==> config.mk <==
export PLATFORM = sky130hd
export DESIGN_NAME = hazard_alarm_buzzer_controller_core
export DESIGN_NICKNAME = d
export VERILOG_FILES = /design/src/rtl/habc_pkg.sv /design/src/rtl/habc_csr.sv /design/src/rtl/habc_alarm.sv /design/src/rtl/hazard_alarm_buzzer_controller_core.sv
export SDC_FILE = /design/constraint.sdc
export NUM_CORES = 1
export LEC_CHECK = 0
export ABC_AREA = 1
export BUFFER_PORTS_ARGS = -buffer_cell sky130_fd_sc_hd__buf_2
export CELL_PAD_IN_SITES_DETAIL_PLACEMENT = 1
export CELL_PAD_IN_SITES_GLOBAL_PLACEMENT = 2
export CORE_MARGIN = 2
export CORE_UTILIZATION = 35
export CTS_CLUSTER_DIAMETER = 50
export DETAILED_ROUTE_END_ITERATION = 10
export GPL_TIMING_DRIVEN = 0
export PLACE_DENSITY_LB_ADDON = 0.1
export SETUP_SLACK_MARGIN = 0.2
export SYNTH_ARGS = -nofsm -noshare
export SYNTH_HDL_FRONTEND = slang
export SYNTH_HIERARCHICAL = 1
export SYNTH_SLANG_ARGS = --single-unit
==> constraint.sdc <==
create_clock -name clock -period 4.76 [get_ports clock]
set_clock_uncertainty 0.05 [all_clocks]
set_input_delay 0.714 -clock clock [delete_from_list [all_inputs] [get_ports clock]]
set_output_delay 0.714 -clock clock [all_outputs]
set_load 0.05 [all_outputs]
==> src/rtl/habc_pkg.sv <==
`default_nettype none

package habc_pkg;

   // Configuration register indexes.
   localparam int CsrIndexWidth = 3;
   localparam logic [CsrIndexWidth-1:0] CSR_WARMUP_MS     = 3'd0;
   localparam logic [CsrIndexWidth-1:0] CSR_GAS_LIMIT     = 3'd1;
   localparam logic [CsrIndexWidth-1:0] CSR_SMOKE_LIMIT   = 3'd2;
   localparam logic [CsrIndexWidth-1:0] CSR_BUZZER_ON_MS  = 3'd3;
   localparam logic [CsrIndexWidth-1:0] CSR_BUZZER_OFF_MS = 3'd4;
   localparam int CsrDataWidth = 20;

   // Field widths.
   localparam int WarmupWidth = 20;
   localparam int LevelWidth  = 10;
   localparam int PhaseWidth  = 16;
   localparam int KindWidth   = 2;

   // Reset values of the configuration registers.
   localparam logic [WarmupWidth-1:0] WARMUP_MS_RESET     = 20'd20000;
   localparam logic [LevelWidth-1:0]  GAS_LIMIT_RESET     = 10'd400;
   localparam logic [LevelWidth-1:0]  SMOKE_LIMIT_RESET   = 10'd300;
   localparam logic [PhaseWidth-1:0]  BUZZER_ON_MS_RESET  = 16'd500;
   localparam logic [PhaseWidth-1:0]  BUZZER_OFF_MS_RESET = 16'd500;

   // Alarm kind codes.
   localparam logic [KindWidth-1:0] KIND_NONE  = 2'd0;
   localparam logic [KindWidth-1:0] KIND_FIRE  = 2'd1;
   localparam logic [KindWidth-1:0] KIND_LPG   = 2'd2;
   localparam logic [KindWidth-1:0] KIND_SMOKE = 2'd3;

   typedef struct packed {
      logic [WarmupWidth-1:0] warmup_ms;
      logic [LevelWidth-1:0]  gas_limit;
      logic [LevelWidth-1:0]  smoke_limit;
      logic [PhaseWidth-1:0]  buzzer_on_ms;
      logic [PhaseWidth-1:0]  buzzer_off_ms;
   } cfg_type;

   typedef struct packed {
      logic                  flame_seen;
      logic [LevelWidth-1:0] lpg_level;
      logic [LevelWidth-1:0] smoke_level;
   } sample_type;

   typedef struct packed {
      logic                 buzzer_on;
      logic [KindWidth-1:0] alarm_kind;
      logic                 warming_up;
      logic                 alarm_started;
   } result_type;

endpackage

`default_nettype wire

==> src/rtl/habc_csr.sv <==
`default_nettype none

module habc_csr
   import habc_pkg::*;
(
   input  wire logic                     clock,
   input  wire logic                     reset,
   input  wire logic                     csr_we,
   input  wire logic [CsrIndexWidth-1:0] csr_index,
   input  wire logic [CsrDataWidth-1:0]  csr_wdata,
   output cfg_type                       cfg
);

   cfg_type cfg_ff;
   cfg_type cfg_in;

   // Decode a write into the addressed register; unknown indexes are ignored.
   always_comb begin
      cfg_in = cfg_ff;
      if (csr_we) begin
         unique case (csr_index)
            CSR_WARMUP_MS:     cfg_in.warmup_ms     = csr_wdata[WarmupWidth-1:0];
            CSR_GAS_LIMIT:     cfg_in.gas_limit     = csr_wdata[LevelWidth-1:0];
            CSR_SMOKE_LIMIT:   cfg_in.smoke_limit   = csr_wdata[LevelWidth-1:0];
            CSR_BUZZER_ON_MS:  cfg_in.buzzer_on_ms  = csr_wdata[PhaseWidth-1:0];
            CSR_BUZZER_OFF_MS: cfg_in.buzzer_off_ms = csr_wdata[PhaseWidth-1:0];
            default:           cfg_in = cfg_ff;
         endcase
      end
   end

   always_ff @(posedge clock) begin
      if (reset) begin
         cfg_ff.warmup_ms     <= WARMUP_MS_RESET;
         cfg_ff.gas_limit     <= GAS_LIMIT_RESET;
         cfg_ff.smoke_limit   <= SMOKE_LIMIT_RESET;
         cfg_ff.buzzer_on_ms  <= BUZZER_ON_MS_RESET;
         cfg_ff.buzzer_off_ms <= BUZZER_OFF_MS_RESET;
      end else begin
         cfg_ff <= cfg_in;
      end
   end

   assign cfg = cfg_ff;

endmodule

`default_nettype wire

==> src/rtl/habc_alarm.sv <==
`default_nettype none

module habc_alarm
   import habc_pkg::*;
(
   input  wire logic       clock,
   input  wire logic       reset,
   input  wire logic       step,
   input  wire sample_type sample,
   input  wire cfg_type    cfg,
   output result_type      result
);

   localparam logic [PhaseWidth-1:0] PhaseMax = {PhaseWidth{1'b1}};

   logic                   warming_ff,      warming_in;
   logic [WarmupWidth-1:0] warmup_count_ff, warmup_count_in;
   logic [KindWidth-1:0]   active_kind_ff,  active_kind_in;
   logic                   buzzer_ff,       buzzer_in;
   logic [PhaseWidth-1:0]  phase_ff,        phase_in;

   logic [KindWidth-1:0]  detected;
   logic                  in_warmup;
   logic                  changed;
   logic                  started;
   logic                  level;
   logic [PhaseWidth-1:0] phase;
   logic [PhaseWidth-1:0] limit;
   logic [PhaseWidth-1:0] elapsed;

   // Alarm selection by priority: fire, then LPG, then smoke.
   always_comb begin
      priority if (sample.flame_seen)                    detected = KIND_FIRE;
      else if (sample.lpg_level > cfg.gas_limit)         detected = KIND_LPG;
      else if (sample.smoke_level > cfg.smoke_limit)     detected = KIND_SMOKE;
      else                                               detected = KIND_NONE;
   end

   assign in_warmup = warming_ff && (warmup_count_ff < cfg.warmup_ms);
   assign changed   = (detected != active_kind_ff);
   assign started   = changed && (detected != KIND_NONE);

   // Buzzer level and phase after a possible restart, then the blink step.
   always_comb begin
      level   = changed ? (detected != KIND_NONE) : buzzer_ff;
      phase   = changed ? '0 : phase_ff;
      limit   = level ? cfg.buzzer_on_ms : cfg.buzzer_off_ms;
      elapsed = started ? '0 : ((phase == PhaseMax) ? PhaseMax : phase + 1'b1);

      warming_in      = warming_ff;
      warmup_count_in = warmup_count_ff;
      active_kind_in  = active_kind_ff;
      buzzer_in       = buzzer_ff;
      phase_in        = phase_ff;

      if (in_warmup) begin
         warmup_count_in = warmup_count_ff + 1'b1;
         result.buzzer_on     = 1'b0;
         result.alarm_kind    = KIND_NONE;
         result.warming_up    = 1'b1;
         result.alarm_started = 1'b0;
      end else begin
         warming_in     = 1'b0;
         active_kind_in = detected;
         buzzer_in      = level;
         phase_in       = phase;
         if (detected != KIND_NONE) begin
            if (elapsed >= limit) begin
               buzzer_in = !level;
               phase_in  = '0;
            end else begin
               phase_in = elapsed;
            end
         end
         result.buzzer_on     = buzzer_in;
         result.alarm_kind    = detected;
         result.warming_up    = 1'b0;
         result.alarm_started = started;
      end
   end

   // The state advances once per evaluated request.
   always_ff @(posedge clock) begin
      if (reset) begin
         warming_ff      <= 1'b1;
         warmup_count_ff <= '0;
         active_kind_ff  <= KIND_NONE;
         buzzer_ff       <= 1'b0;
         phase_ff        <= '0;
      end else if (step) begin
         warming_ff      <= warming_in;
         warmup_count_ff <= warmup_count_in;
         active_kind_ff  <= active_kind_in;
         buzzer_ff       <= buzzer_in;
         phase_ff        <= phase_in;
      end
   end

endmodule

`default_nettype wire

==> src/rtl/hazard_alarm_buzzer_controller_core.sv <==
`default_nettype none

// Hazard alarm buzzer controller. Each request is one millisecond tick with the
// flame bit and the LPG and smoke samples; each produces exactly one response with
// the buzzer level, the active alarm kind, the warm-up flag and an alarm-start
// flag. A request is held in an input register and is evaluated into an output
// register once that slot is free or its response is being taken; one request
// is taken every cycle while responses drain. The evaluation stage with its
// alarm state registers, updated once per evaluated request, sets that rate.
// Configuration registers are written through csr_we/csr_index/csr_wdata and
// must only be changed while no request is in flight.

module hazard_alarm_buzzer_controller_core
   import habc_pkg::*;
(
   input  wire logic                     clock,
   input  wire logic                     reset,

   input  wire logic                     req_valid,
   output logic                          req_ready,
   input  wire logic                     req_flame_seen,
   input  wire logic [LevelWidth-1:0]    req_lpg_level,
   input  wire logic [LevelWidth-1:0]    req_smoke_level,

   output logic                          rsp_valid,
   input  wire logic                     rsp_ready,
   output logic                          rsp_buzzer_on,
   output logic [KindWidth-1:0]          rsp_alarm_kind,
   output logic                          rsp_warming_up,
   output logic                          rsp_alarm_started,

   input  wire logic                     csr_we,
   input  wire logic [CsrIndexWidth-1:0] csr_index,
   input  wire logic [CsrDataWidth-1:0]  csr_wdata
);

   cfg_type    cfg;
   sample_type sample_ff;
   logic       in_valid_ff;
   result_type result;
   result_type rsp_ff;
   logic       rsp_valid_ff;
   logic       advance;

   habc_csr u_csr (
      .clock     (clock),
      .reset     (reset),
      .csr_we    (csr_we),
      .csr_index (csr_index),
      .csr_wdata (csr_wdata),
      .cfg       (cfg)
   );

   // The held request moves into the output register when that slot is free.
   assign advance   = in_valid_ff && (!rsp_valid_ff || rsp_ready);
   assign req_ready = !in_valid_ff || advance;

   habc_alarm u_alarm (
      .clock  (clock),
      .reset  (reset),
      .step   (advance),
      .sample (sample_ff),
      .cfg    (cfg),
      .result (result)
   );

   // Input register.
   always_ff @(posedge clock) begin
      if (reset) begin
         in_valid_ff <= 1'b0;
      end else if (req_ready) begin
         in_valid_ff <= req_valid;
      end
   end

   always_ff @(posedge clock) begin
      if (req_valid && req_ready) begin
         sample_ff.flame_seen  <= req_flame_seen;
         sample_ff.lpg_level   <= req_lpg_level;
         sample_ff.smoke_level <= req_smoke_level;
      end
   end

   // Output register.
   always_ff @(posedge clock) begin
      if (reset) begin
         rsp_valid_ff <= 1'b0;
      end else if (advance) begin
         rsp_valid_ff <= 1'b1;
      end else if (rsp_ready) begin
         rsp_valid_ff <= 1'b0;
      end
   end

   always_ff @(posedge clock) begin
      if (advance) begin
         rsp_ff <= result;
      end
   end

   assign rsp_valid         = rsp_valid_ff;
   assign rsp_buzzer_on     = rsp_ff.buzzer_on;
   assign rsp_alarm_kind    = rsp_ff.alarm_kind;
   assign rsp_warming_up    = rsp_ff.warming_up;
   assign rsp_alarm_started = rsp_ff.alarm_started;

endmodule

`default_nettype wire

==> flow_metrics.env <==
export IMPL_status="complete, no violations"
export IMPL_grt_pass1_vias=7287
export IMPL_r2r_start="sample_ff[8]"
export IMPL_reg2reg_to="rsp_buzzer_on"
export IMPL_crit_path_end_kind="flip-flop"
export IMPL_p_comb_share_pct=12.0
export IMPL_maxSlewHeadroom_pct=31.8
export IMPL_syn_area_um2=8070
export IMPL_r2r_cells=32
export IMPL_hpwl_um=18600
export IMPL_antenna_found_initial=0
export IMPL_final_cell_mix="nand2_1, inv_1, nor2_1, dfxtp_1, nand3_1"
export IMPL_final_cells=1507
export IMPL_fin_ws_ns=0.359
export IMPL_hp_class="primary input to flip-flop"
export IMPL_hold_viol_final=0
export IMPL_drt_wl_total_um=24600
export IMPL_syn_avg_cell_area_um2=7.26
export IMPL_antenna_cells=0
export IMPL_cts_tree="yes"
export IMPL_hold_depth=1
export IMPL_drt_iter0_markers=295
export IMPL_final_core_util_pct=43.9
export IMPL_slowest_delay_ns=0.43
export IMPL_p_sw_mw=0.856
export IMPL_ant_nets=0
export IMPL_routed_via_density=4.93
export IMPL_die_x_um=156
export IMPL_grtUsageTotal_pct=20.6
export IMPL_dr_total_vias=7431
export IMPL_cts_max_level=4
export IMPL_p_per_area_nw_per_um2=300
export IMPL_syn2layout_area_growth_pct=23.1
export IMPL_yosysUniqueCellTypes=43
export IMPL_power_mw=2.98
export IMPL_power_internal_mw=2.12
export IMPL_initial_core_util_pct=35.6
export IMPL_min_period_over_period_pct=92.4
export IMPL_drc=0
export IMPL_critPathArrivalTime_ns=4.53
export IMPL_fmaxAchievable_ghz=0.227
export IMPL_syn_nets=1218
export IMPL_dp_slack_ns=-0.794
export IMPL_grt_max_degree=22
export IMPL_crit_slowest_cell="edfxtp_1"
export IMPL_setup_viol=0
export IMPL_path_class="flip-flop to flip-flop"
export IMPL_final_common_cell="nand2_1"
export IMPL_worst_pin_slew_ns=1.02
export IMPL_p_seq_share_pct=42.4
export IMPL_ioPinCount=56
export IMPL_die_h_um=156
export IMPL_ir_worst_vdd_v=0.000174
export IMPL_coreArea_um2=22600
export IMPL_synth_area_leaders="dfxtp_1, nand2_1, edfxtp_1, ha_1, nor2_1"
export IMPL_drive_gt1_share_pct=20.7
export IMPL_synth_edff_count=26
export IMPL_power_leakage_nw=4.44
export IMPL_critPathLaunchType="flip-flop"
export IMPL_synth_flop_cell="dfxtp_1"
export IMPL_overflow=0
export IMPL_row_count=55
export IMPL_whs_endpoint="sample_ff[0]"
export IMPL_wl_per_cell_um=16.3
export IMPL_min_delay_start="req_smoke_level[0]"
export IMPL_dp_cells=1452
export IMPL_grt_first_pass_wirelength_um=38800
export IMPL_maxSlewViolCount=0
export IMPL_cpMostUsedCell="nand2_2"
export IMPL_numClockSinks=140
export IMPL_firstDrtPassIters=6
export IMPL_yosysWarnings=6
export IMPL_cts_root_buffer="clkbuf_16"
export IMPL_die_area_um2=24300
export IMPL_p_clk_share_pct=45.6
export IMPL_fin_crit_ns=4.40
export IMPL_synth_top_area_share_pct=28.3
export IMPL_ys_seq_area_share_pct=38.0
export IMPL_critPathRequiredTime_ns=4.89
export IMPL_switching_share_pct=28.8
export IMPL_path_clk_slew_ns=0.07
export IMPL_cp_max_fo=5
export IMPL_insertion_delay_ns=0.45
export IMPL_regToRegSetupSlack_ns=0.36
export IMPL_finalNetCount=1315
export IMPL_async_reset_ff_share_pct=0
export IMPL_drv_cap=0
export IMPL_synth_top_area_cell="dfxtp_1"
export IMPL_place_gp_congestion=0.843
export IMPL_cts_buffer_depth=2
export IMPL_port_buffers=55
export IMPL_rsz0062_at_grt="yes"
export IMPL_hold_worst_slack_ns=0.383
export IMPL_cts_made_buffers=17
export IMPL_synthCells=1112
export IMPL_synth_seq_cells=140
[cells in the mapped netlist (all sizes together) (2+ instances only)]
cell    instances
nand2         255
nor2          165
inv           145
nand3         115
dfxtp         114
a21oi          79
ha             57
o21ai          41
edfxtp         26
buf            24
nand4          19
mux2i          15
nor3           14
clkbuf         12
xor2            9
xnor2           7
a211oi          2
nor4            2
[layout make-up]
type / instances / area (µm²)
Buffer: 36 / 213
Clock buffer: 17 / 425
Clock inverter: 15 / 176
Fill cell: 2831 / 12700
Inverter: 146 / 563
Multi-Input combinational cell: 790 / 4680
Sequential cell: 140 / 3070
Tap cell: 285 / 357
Timing Repair Buffer: 78 / 452
[worst max path at each step]
stage	startpoint	endpoint	slack, ns
6_report	sample_ff[8]	rsp_buzzer_on	0.36
3_3_place_gp	u_csr/cfg[37]	u_alarm/phase_ff[13]	-0.80
5_1_grt	u_csr/cfg[47]	rsp_buzzer_on	0.12
4_1_cts	sample_ff[7]	rsp_buzzer_on	0.21
2_1_floorplan	u_csr/cfg[41]	u_alarm/phase_ff[5]	0.68
3_5_place_dp	sample_ff[5]	u_alarm/phase_ff[5]	-0.79
[cells by family after synthesis]
kind of cell | after synthesis | synth area share [%]
buffers and inverters | 182 | 9.24
adders and majority gates | 57 | 8.84
xor gates and xnor gates | 16 | 1.74
muxes | 16 | 2.00
and+or+nand+nor | 572 | 31.8
DFF | 140 | 38.0
AOI/OAI and AO/OA | 129 | 8.39
[critical path: cells and delay by family (launching register included)]
family / cells / cell delay [ns]
xor+xnor: 1 / 0.23
buf+inv: 3 / 0.21
compound gates: 1 / 0.07
simple gates: 24 / 2.44
flops: 1 / 0.43
fa+ha+maj: 3 / 0.69
[power by group through the flow]
stage	combinational, mW	sequential, mW	clock, mW
2_1_floorplan	0.194	1.29	0
3_3_place_gp	0.302	1.29	0
5_1_grt	0.397	1.27	1.45
3_5_place_dp	0.305	1.29	0
6_report	0.357	1.26	1.36
4_1_cts	0.326	1.26	1.40
[stage by stage]
step / instance area, µm² / setup TNS [ns]
after floorplan: 8070 / 0
after CTS: 9540 / 0
after global routing: 9930 / 0
final: 9930 / 0
after detailed placement: 8700 / -11.34
after global placement: 8700 / -11.24
[state kept, by name, summed over array words and instances, names as in the netlist]
| signal | flops |
|---|---|
| u_csr/cfg | 72 |
| sample_ff | 21 |
| u_alarm/warmup_count_ff | 20 |
| u_alarm/phase_ff | 16 |
| rsp_alarm_kind | 2 |
| u_alarm/active_kind_ff | 2 |
| in_valid_ff | 1 |
| rsp_alarm_started | 1 |
| rsp_buzzer_on | 1 |
| rsp_valid | 1 |
| rsp_warming_up | 1 |
| u_alarm/buzzer_ff | 1 |
| u_alarm/warming_ff | 1 |
[per-layer routing]
| layer | vias up | wire length [µm] | global-route usage (%) |
|---|---|---|---|
| met5 | - | 0 | 0 |
| met4 | 0 | 306 | 5.29 |
| met3 | 17 | 693 | 3.36 |
| met2 | 108 | 11800 | 35.1 |
| met1 | 3508 | 11800 | 27.2 |
| li1 | 3798 | - | - |
[timing repair]
action / in CTS / in global routing
endpoints found under the setup margin: 18 / 18
hold buffers: 0 / 0
resized for setup: 41 / 63
pin swaps: 10 / 31
buffers inserted: 9 / 14
No activity file was read; power rests on OpenSTA's default activity.
